[src/rtl/global_average_pool_core_defines.svh]
// Assertion macros for the global average pool core.
// Simulation builds get concurrent assertions; synthesis builds get empty bodies.
`ifndef GLOBAL_AVERAGE_POOL_CORE_DEFINES_SVH
`define GLOBAL_AVERAGE_POOL_CORE_DEFINES_SVH

`ifndef SYNTHESIS
// Same-cycle implication, disabled while reset is asserted
`define GAP_ASSERT_IMP(label, clk, rst_n, ante, cons) \
	label: assert property (@(posedge clk) disable iff (!(rst_n)) (ante) |-> (cons)) \
		else $error("assertion failed: same-cycle implication");
// Next-cycle implication, disabled while reset is asserted
`define GAP_ASSERT_NEXT(label, clk, rst_n, ante, cons) \
	label: assert property (@(posedge clk) disable iff (!(rst_n)) (ante) |=> (cons)) \
		else $error("assertion failed: next-cycle implication");
`else
`define GAP_ASSERT_IMP(label, clk, rst_n, ante, cons)
`define GAP_ASSERT_NEXT(label, clk, rst_n, ante, cons)
`endif

`endif

[src/rtl/gap_pkg.sv]
// Shared constants for the global average pool core.
// No dependencies; used by every module of the block.
package gap_pkg;

	// Default widths of a sample and of the plane-size exponent
	localparam int unsigned SAMPLE_BITS_DEF = 16;
	localparam int unsigned PLANE_BITS_DEF  = 16;

	// Reset value of the plane size register
	localparam int unsigned PLANE_SIZE_RESET = 1;

	// Entries in the queue between accumulator and divider
	localparam int unsigned QUEUE_DEPTH = 2;

endpackage

[src/rtl/global_average_pool_core.sv]
// Top level of the global average pool core: accumulator, queue and divider.
// Depends on gap_pkg, gap_front, gap_queue, gap_back and the defines header.
//
//  channel   direction  handshake                  payload
//  cfg       in         cfg_valid / cfg_ready      plane_size [PLANE_BITS:0]
//  sample    in         sample_valid / sample_stall sample [SAMPLE_BITS-1:0] signed
//  average   out        average_valid / average_stall average [SAMPLE_BITS-1:0] signed
//
// Samples are taken one per cycle while the two-entry plane queue has room.
// Each finished plane holds the divider through its load, divide and hand-off
// states, so a run of short planes can fill the queue and stall the input. A result
// waiting under average_stall holds the divider; the accumulator runs until q_full.
// Reset is asynchronous, active low; plane size resets to 1, sum and count to 0.
`include "global_average_pool_core_defines.svh"

module global_average_pool_core #(
	parameter int unsigned SAMPLE_BITS = gap_pkg::SAMPLE_BITS_DEF,
	parameter int unsigned PLANE_BITS  = gap_pkg::PLANE_BITS_DEF,
	localparam int unsigned SUM_BITS   = SAMPLE_BITS + PLANE_BITS,
	localparam int unsigned SIZE_BITS  = PLANE_BITS + 1
) (
	input  logic                   clk,
	input  logic                   arst_n,
	input  logic                   cfg_valid,
	output logic                   cfg_ready,
	input  logic [SIZE_BITS-1:0]   plane_size,
	input  logic                   sample_valid,
	output logic                   sample_stall,
	input  logic [SAMPLE_BITS-1:0] sample,
	output logic                   average_valid,
	input  logic                   average_stall,
	output logic [SAMPLE_BITS-1:0] average
);

	logic                          q_push;
	logic                          q_full;
	logic                          q_pop;
	logic                          q_empty;
	logic [SUM_BITS-1:0]           q_sum_in;
	logic [SIZE_BITS-1:0]          q_size_in;
	logic [SUM_BITS+SIZE_BITS-1:0] q_head;

	gap_front #(
		.SAMPLE_BITS (SAMPLE_BITS),
		.PLANE_BITS  (PLANE_BITS)
	) u_front (
		.clk          (clk),
		.arst_n       (arst_n),
		.cfg_valid    (cfg_valid),
		.cfg_ready    (cfg_ready),
		.plane_size   (plane_size),
		.sample_valid (sample_valid),
		.sample_stall (sample_stall),
		.sample       (sample),
		.q_full       (q_full),
		.q_push       (q_push),
		.q_sum        (q_sum_in),
		.q_size       (q_size_in)
	);

	gap_queue #(
		.WIDTH (SUM_BITS + SIZE_BITS)
	) u_queue (
		.clk       (clk),
		.arst_n    (arst_n),
		.push      (q_push),
		.push_data ({q_sum_in, q_size_in}),
		.full      (q_full),
		.pop       (q_pop),
		.head_data (q_head),
		.empty     (q_empty)
	);

	gap_back #(
		.SAMPLE_BITS (SAMPLE_BITS),
		.PLANE_BITS  (PLANE_BITS)
	) u_back (
		.clk           (clk),
		.arst_n        (arst_n),
		.q_empty       (q_empty),
		.q_pop         (q_pop),
		.q_sum         (q_head[SUM_BITS+SIZE_BITS-1:SIZE_BITS]),
		.q_size        (q_head[SIZE_BITS-1:0]),
		.average_valid (average_valid),
		.average_stall (average_stall),
		.average       (average)
	);

	// Never push into a full queue, never pop an empty one
	`GAP_ASSERT_IMP(a_push_not_full, clk, arst_n, q_push, !q_full)
	`GAP_ASSERT_IMP(a_pop_not_empty, clk, arst_n, q_pop, !q_empty)
	// A finished plane must be visible to the divider in the next cycle
	`GAP_ASSERT_NEXT(a_push_lands, clk, arst_n, q_push && !q_pop, !q_empty)

endmodule

[src/rtl/gap_front.sv]
// Front end: plane size register, accumulator and sample counter.
// Depends on gap_pkg; pushes finished plane sums into gap_queue.
module gap_front #(
	parameter int unsigned SAMPLE_BITS = gap_pkg::SAMPLE_BITS_DEF,
	parameter int unsigned PLANE_BITS  = gap_pkg::PLANE_BITS_DEF,
	localparam int unsigned SUM_BITS   = SAMPLE_BITS + PLANE_BITS,
	localparam int unsigned SIZE_BITS  = PLANE_BITS + 1
) (
	input  logic                   clk,
	input  logic                   arst_n,
	// configuration write
	input  logic                   cfg_valid,
	output logic                   cfg_ready,
	input  logic [SIZE_BITS-1:0]   plane_size,
	// sample stream
	input  logic                   sample_valid,
	output logic                   sample_stall,
	input  logic [SAMPLE_BITS-1:0] sample,
	// queue push side
	input  logic                   q_full,
	output logic                   q_push,
	output logic [SUM_BITS-1:0]    q_sum,
	output logic [SIZE_BITS-1:0]   q_size
);

	logic [SIZE_BITS-1:0] size_q;
	logic [SIZE_BITS-1:0] size_eff;
	logic [SIZE_BITS-1:0] count_q;
	logic [SIZE_BITS-1:0] count_inc;
	logic [SUM_BITS-1:0]  sum_q;
	logic [SUM_BITS-1:0]  sum_add;
	logic                 accept;
	logic                 plane_done;

	// Register writes are taken whenever offered
	assign cfg_ready = 1'b1;

	always_ff @(posedge clk or negedge arst_n) begin
		if (!arst_n) begin
			size_q <= SIZE_BITS'(gap_pkg::PLANE_SIZE_RESET);
		end else if (cfg_valid) begin
			size_q <= plane_size;
		end
	end

	// Clamp plane size: zero acts as one, anything above 2^PLANE_BITS saturates
	always_comb begin
		priority if (size_q[PLANE_BITS]) begin
			size_eff = SIZE_BITS'(1) << PLANE_BITS;
		end else if (size_q == '0) begin
			size_eff = SIZE_BITS'(1);
		end else begin
			size_eff = size_q;
		end
	end

	// Advance count (saturating at 2^PLANE_BITS) and sum for the incoming sample
	assign count_inc  = count_q[PLANE_BITS] ? count_q : count_q + SIZE_BITS'(1);
	assign plane_done = (count_inc >= size_eff);
	assign sum_add    = sum_q + {{PLANE_BITS{sample[SAMPLE_BITS-1]}}, sample};

	// Hold samples off while the queue has no room
	assign sample_stall = q_full;
	assign accept       = sample_valid & ~q_full;

	assign q_push = accept & plane_done;
	assign q_sum  = sum_add;
	assign q_size = size_eff;

	// Accumulate; clear both on plane completion
	always_ff @(posedge clk or negedge arst_n) begin
		if (!arst_n) begin
			sum_q   <= '0;
			count_q <= '0;
		end else if (accept) begin
			if (plane_done) begin
				sum_q   <= '0;
				count_q <= '0;
			end else begin
				sum_q   <= sum_add;
				count_q <= count_inc;
			end
		end
	end

endmodule

[src/rtl/gap_queue.sv]
// Short FIFO carrying finished plane sums and divisors to the divider.
// Depends on gap_pkg for its depth.
module gap_queue #(
	parameter int unsigned WIDTH  = 49,
	localparam int unsigned DEPTH = gap_pkg::QUEUE_DEPTH,
	localparam int unsigned PTR_BITS = (DEPTH > 1) ? $clog2(DEPTH) : 1,
	localparam int unsigned CNT_BITS = $clog2(DEPTH + 1)
) (
	input  logic             clk,
	input  logic             arst_n,
	input  logic             push,
	input  logic [WIDTH-1:0] push_data,
	output logic             full,
	input  logic             pop,
	output logic [WIDTH-1:0] head_data,
	output logic             empty
);

	logic [WIDTH-1:0]    entry_q [DEPTH];
	logic [PTR_BITS-1:0] wr_ptr_q;
	logic [PTR_BITS-1:0] rd_ptr_q;
	logic [CNT_BITS-1:0] fill_q;
	logic                do_push;
	logic                do_pop;

	assign full      = (fill_q == CNT_BITS'(DEPTH));
	assign empty     = (fill_q == '0);
	assign do_push   = push & ~full;
	assign do_pop    = pop & ~empty;
	assign head_data = entry_q[rd_ptr_q];

	// Store the pushed entry
	always_ff @(posedge clk) begin
		if (do_push) begin
			entry_q[wr_ptr_q] <= push_data;
		end
	end

	// Advance pointers and fill level
	always_ff @(posedge clk or negedge arst_n) begin
		if (!arst_n) begin
			wr_ptr_q <= '0;
			rd_ptr_q <= '0;
			fill_q   <= '0;
		end else begin
			if (do_push) begin
				wr_ptr_q <= (wr_ptr_q == PTR_BITS'(DEPTH - 1)) ? '0 : wr_ptr_q + PTR_BITS'(1);
			end
			if (do_pop) begin
				rd_ptr_q <= (rd_ptr_q == PTR_BITS'(DEPTH - 1)) ? '0 : rd_ptr_q + PTR_BITS'(1);
			end
			if (do_push && !do_pop) begin
				fill_q <= fill_q + CNT_BITS'(1);
			end else if (do_pop && !do_push) begin
				fill_q <= fill_q - CNT_BITS'(1);
			end
		end
	end

endmodule

[src/rtl/gap_back.sv]
// Back end: bit-serial restoring divider and the average output register.
// Depends on gap_pkg; pops plane sums from gap_queue.
module gap_back #(
	parameter int unsigned SAMPLE_BITS = gap_pkg::SAMPLE_BITS_DEF,
	parameter int unsigned PLANE_BITS  = gap_pkg::PLANE_BITS_DEF,
	localparam int unsigned SUM_BITS   = SAMPLE_BITS + PLANE_BITS,
	localparam int unsigned SIZE_BITS  = PLANE_BITS + 1,
	localparam int unsigned CNT_BITS   = $clog2(SUM_BITS)
) (
	input  logic                   clk,
	input  logic                   arst_n,
	// queue pop side
	input  logic                   q_empty,
	output logic                   q_pop,
	input  logic [SUM_BITS-1:0]    q_sum,
	input  logic [SIZE_BITS-1:0]   q_size,
	// average stream
	output logic                   average_valid,
	input  logic                   average_stall,
	output logic [SAMPLE_BITS-1:0] average
);

	typedef enum logic [1:0] {
		ST_IDLE,
		ST_DIVIDE,
		ST_HOLD
	} state_t;

	state_t                 state_q;
	logic                   neg_q;
	logic [SIZE_BITS-1:0]   div_q;
	logic [SIZE_BITS-1:0]   rem_q;
	logic [SUM_BITS-1:0]    quo_q;
	logic [CNT_BITS-1:0]    cnt_q;
	logic                   avg_valid_q;
	logic [SAMPLE_BITS-1:0] avg_q;

	logic [SUM_BITS-1:0]    sum_mag;
	logic [SIZE_BITS:0]     rem_sh;
	logic                   rem_ge;
	logic [SIZE_BITS:0]     rem_sub;
	logic [SIZE_BITS-1:0]   rem_next;
	logic [SUM_BITS-1:0]    quo_next;
	logic [SAMPLE_BITS-1:0] quo_low;

	assign q_pop         = (state_q == ST_IDLE) & ~q_empty;
	assign average_valid = avg_valid_q;
	assign average       = avg_q;

	// Magnitude of the signed sum; the sign is restored after the divide
	assign sum_mag = q_sum[SUM_BITS-1] ? (~q_sum + SUM_BITS'(1)) : q_sum;

	// One restoring-division step: shift in the next dividend bit, trial subtract
	assign rem_sh   = {rem_q, quo_q[SUM_BITS-1]};
	assign rem_ge   = (rem_sh >= {1'b0, div_q});
	assign rem_sub  = rem_sh - {1'b0, div_q};
	assign rem_next = rem_ge ? rem_sub[SIZE_BITS-1:0] : rem_sh[SIZE_BITS-1:0];
	assign quo_next = {quo_q[SUM_BITS-2:0], rem_ge};
	assign quo_low  = quo_next[SAMPLE_BITS-1:0];

	// Sequence load, divide and hand-off
	always_ff @(posedge clk or negedge arst_n) begin
		if (!arst_n) begin
			state_q     <= ST_IDLE;
			avg_valid_q <= 1'b0;
			neg_q       <= 1'b0;
			div_q       <= '0;
			rem_q       <= '0;
			quo_q       <= '0;
			cnt_q       <= '0;
			avg_q       <= '0;
		end else begin
			unique case (state_q)
				ST_IDLE: begin
					if (!q_empty) begin
						neg_q   <= q_sum[SUM_BITS-1];
						div_q   <= q_size;
						rem_q   <= '0;
						quo_q   <= sum_mag;
						cnt_q   <= CNT_BITS'(SUM_BITS - 1);
						state_q <= ST_DIVIDE;
					end
				end
				ST_DIVIDE: begin
					rem_q <= rem_next;
					quo_q <= quo_next;
					cnt_q <= cnt_q - CNT_BITS'(1);
					if (cnt_q == '0) begin
						avg_q       <= neg_q ? (~quo_low + SAMPLE_BITS'(1)) : quo_low;
						avg_valid_q <= 1'b1;
						state_q     <= ST_HOLD;
					end
				end
				ST_HOLD: begin
					if (!average_stall) begin
						avg_valid_q <= 1'b0;
						state_q     <= ST_IDLE;
					end
				end
				default: begin
					avg_valid_q <= 1'b0;
					state_q     <= ST_IDLE;
				end
			endcase
		end
	end

endmodule
[config.mk]
export PLATFORM = sky130hd
export DESIGN_NAME = global_average_pool_core
export DESIGN_NICKNAME = d
export VERILOG_FILES = /design/src/rtl/gap_pkg.sv /design/src/rtl/global_average_pool_core.sv /design/src/rtl/gap_front.sv /design/src/rtl/gap_queue.sv /design/src/rtl/gap_back.sv
export VERILOG_INCLUDE_DIRS = /design/src /design/src/rtl
export SDC_FILE = /design/constraint.sdc
export NUM_CORES = 1
export LEC_CHECK = 0
export BUFFER_PORTS_ARGS = -buffer_cell sky130_fd_sc_hd__buf_2
export CORE_UTILIZATION = 56
export CTS_CLUSTER_DIAMETER = 150
export DETAILED_ROUTE_END_ITERATION = 12
export MAX_ROUTING_LAYER = met4
export PLACE_DENSITY = 0.8
export SLEW_MARGIN = 20
export SYNTH_ARGS = -nofsm -noshare
export SYNTH_HDL_FRONTEND = slang
export SYNTH_SLANG_ARGS = --single-unit
[constraint.sdc]
create_clock -name clk -period 6.13 [get_ports clk]
set_input_delay 0.9195 -clock clk [delete_from_list [all_inputs] [get_ports clk]]
set_output_delay 0.9195 -clock clk [all_outputs]
set_load 0.01 [all_outputs]
==> impl_metrics.yaml <==
outcome:
  run_status: "finished, final reports clean"
synth:
  syn_area_sq_mm: 0.0140
  ys_top_cells_by_count: "nand2_1 (173), dfrtp_1 (160), o21ai_0 (152)"
  synth-xor-area-share_pct: 6.45
  synth_top_cell_by_area: "dfrtp_1"
  synth_cells: 1367
  synth_cell_types: 69
  synthFlopType: "dfrtp_1"
  syn_avg_cell_area_sq_um: 10.2
  synthAdderAreaFrac_pct: 6.63
  synth_top_family_by_area: "compound AO/OA/AOI/OAI gates"
  ys_ff_latch: 259
  synth-edff-count: 98
  netlist.area_leader.share_pct: 28.6
  synthSimpleGateAreaFrac_pct: 12.5
  yosys_warnings: 0
  seq_area_frac_synth_pct: 49.8
  synth.most_common_cell: "nand2_1"
  synth-async-reset-ratio_pct: 62.2
  syn-num-nets: 1478
  synth-compound-area-share_pct: 16.1
  synth.area.top_cells: "dfrtp_1 (29%), edfxtp_1 (21%), ha_1 (6.3%)"
  synth_mux_area_share_pct: 5.10
flow_run:
  maxCapViolCount: 0
timing:
  slew_headroom_pct: 41.5
  rsz0062_at_grt: "false"
  max_freq_mhz: 212
  finalMaxSlewViolations: 0
  setup_violations: 0
  whs_ns: 0.308
  hold_viol_final: 0
  worst_pin_slew_ns: 0.875
  fin_skew_ns: 0.0123
  period_minus_slack_ns: 4.72
  tns_ns: 0
  post-route-period-util_pct: 76.9
cts:
  cts_root_buffer: "clkbuf_16"
  cts_tree: "yes"
  post-cts-setup-buffers: 0
  cts_buffer_depth: 3
  cts_made_buffers: 27
  postCtsResizedCells: 0
  cts.sinks: 259
  h-tree-depth: 1
  clk_pin_slew_worst_paths_ns: 0.06
  holdBufCountCts: 0
  insertion_delay_ns: 0.53
grt:
  grt_pass1_wl_microns: 48600
  grt_max_degree: 65
  grt_pass1_vias: 9870
  antenna_found_initial: 0
  grt.total_usage_pct: 23.8
  overflow: 0
setup_path:
  max_stage_delay_ns: 0.54
  crit_fanout: 49
  r2r_cells: 17
  slowest_stage: "buf_4"
  startpoint_type: "flip-flop"
  crit_chain: "nor4_1 > nand4_1 > nor4_1 > nor2_1 > nand2_1 > ha_1 > nand2_1 > a21boi_0 > o211ai_1 > a21oi_1 > o2111ai_1 > a31oi_1 > o21ai_0 > nand2b_1 > clkinv_1 > nor3_4 > buf_4"
  required_ns: 6.29
  endpoint_kind: "flip-flop"
  crit_arrival_ns: 4.87
  criticalPathCategory: "flip-flop to flip-flop"
drt:
  ant_nets: 0
  drtIter0Drc: 844
  wl_per_cell_microns: 16.6
  num_vias: 10067
  vias_per_cell: 5.76
  first_pass_iters: 5
  drc_errors: 0
  wl_microns: 28900
power:
  vdd_drop_max_v: 0.000220
  p_leak_nw: 6.79
  powerDensity_mw_per_mm2: 531
placed_design:
  gp_congestion: 0.881
  io_buffer_count: 55
  dp_hpwl_microns: 20300
  placed_area_sq_mm: 0.0146
layout:
  area.growth.synth_to_final_pct: 10.4
  post-route-util_pct: 63.4
  num_antenna_cells: 0
  layout.nets: 1515
  final_area_sq_mm: 0.0155
  drive_above_1_share_pct: 10.7
floorplan:
  start_util_pct: 57.4
  rows: 57
  dieWidth_microns: 160
  die_area_sq_mm: 0.0256
  die_height_microns: 160
  ios: 57
  fp.coreArea_sq_mm: 0.0244
min_path:
  min_path_type: "primary input to asynchronous set/reset pin"
[cells by family (layout without fill, tap and decap cells)]
family,count (synthesis),in the layout
DFF,259,259
and+or+nand+nor,379,379
other,1,1
xor gates and xnor gates,103,103
buffers and inverters,118,175
muxes,69,69
AOI/OAI and AO/OA,365,365
adders and majority gates,73,73
[registers in the layout, indices dropped and copies added, names as in the netlist, 2 cells and up]
register,cells
u_back.average,16
u_back.cnt_q,5
u_back.div_q,17
u_back.quo_q,32
u_back.rem_q,17
u_back.state_q,2
u_front.count_q,17
u_front.size_q,17
u_front.sum_q,32
u_queue.entry_q,98
u_queue.fill_q,2
[cell type report]
type | instances | area (sq um)
clock buffer | 29 | 683
clock inverter | 20 | 215
fill | 1911 | 8940
inverter | 57 | 214
multi-input combinational | 990 | 6570
sequential | 259 | 6980
tap | 324 | 405
timing repair buffer | 69 | 387
[layout by cell type, fill, tap and decap left out, drive strengths merged, types with 13 or more instances in the layout]
cell,count
a21o,32
a21oi,61
a22o,15
a22oi,24
and3,19
buf,69
clkbuf,29
clkinv,13
dfrtp,160
edfxtp,98
ha,71
inv,56
mux2,18
mux2i,51
nand2,173
nand3,34
nor2,65
nor2b,13
nor3,18
o21ai,161
xnor2,49
xor2,54
[critical path, delay by kind of cell, from the launching register on]
| family | cells | cell delay (ns) |
|---|---|---|
| flip-flops | 1 | 0.44 |
| buffers and inverters | 2 | 1.04 |
| adder cells (fa/ha/maj) | 1 | 0.16 |
| AO/OA/AOI/OAI | 6 | 0.82 |
| AND/OR/NAND/NOR | 8 | 1.87 |
[path summary, 6_finish.rpt]
path                                          endpoint  slack, ns               start
worst max-delay path            u_queue.entry_q[0][19]       1.41  u_front.size_q[16]
max in group asynchronous            u_front.size_q[4]       4.61              arst_n
worst max register to register  u_queue.entry_q[0][19]       1.41  u_front.size_q[16]
min in group clk                    u_back.average[12]       0.47  u_back.average[12]
worst min-delay path                 u_back.average[9]       0.31              arst_n
worst min register to register      u_back.average[12]       0.47  u_back.average[12]
[power breakdown]
| group | leakage [nW] | switching [W] | internal (W) |
|---|---|---|---|
| logic | 3.51 | 0.00218 | 0.00157 |
| registers | 2.85 | 0.000406 | 0.00241 |
| clock network | 0.428 | 0.000671 | 0.000976 |
| total | 6.79 | 0.00325 | 0.00495 |
[stage by stage]
stage | total power (W) | instances | worst slack [ns]
floorplan | 0.00567 | 1367 | 1.10
global placement | 0.00637 | 1699 | 1.64
detailed placement | 0.00655 | 1699 | 1.47
CTS | 0.00823 | 1748 | 1.39
global route | 0.00884 | 1748 | 0.925
finish | 0.00821 | 1748 | 1.41
[layer usage]
metal | track usage [%] | up-vias | share of wire (%)
met5 | - | - | 0
met2 | 38.4 | 249 | 47
met4 | 5.19 | 0 | 1.6
li1 | - | 4963 | -
met1 | 32.3 | 4811 | 46
met3 | 2.91 | 44 | 4.8
Note: power is estimated with default switching activity, not from simulation.
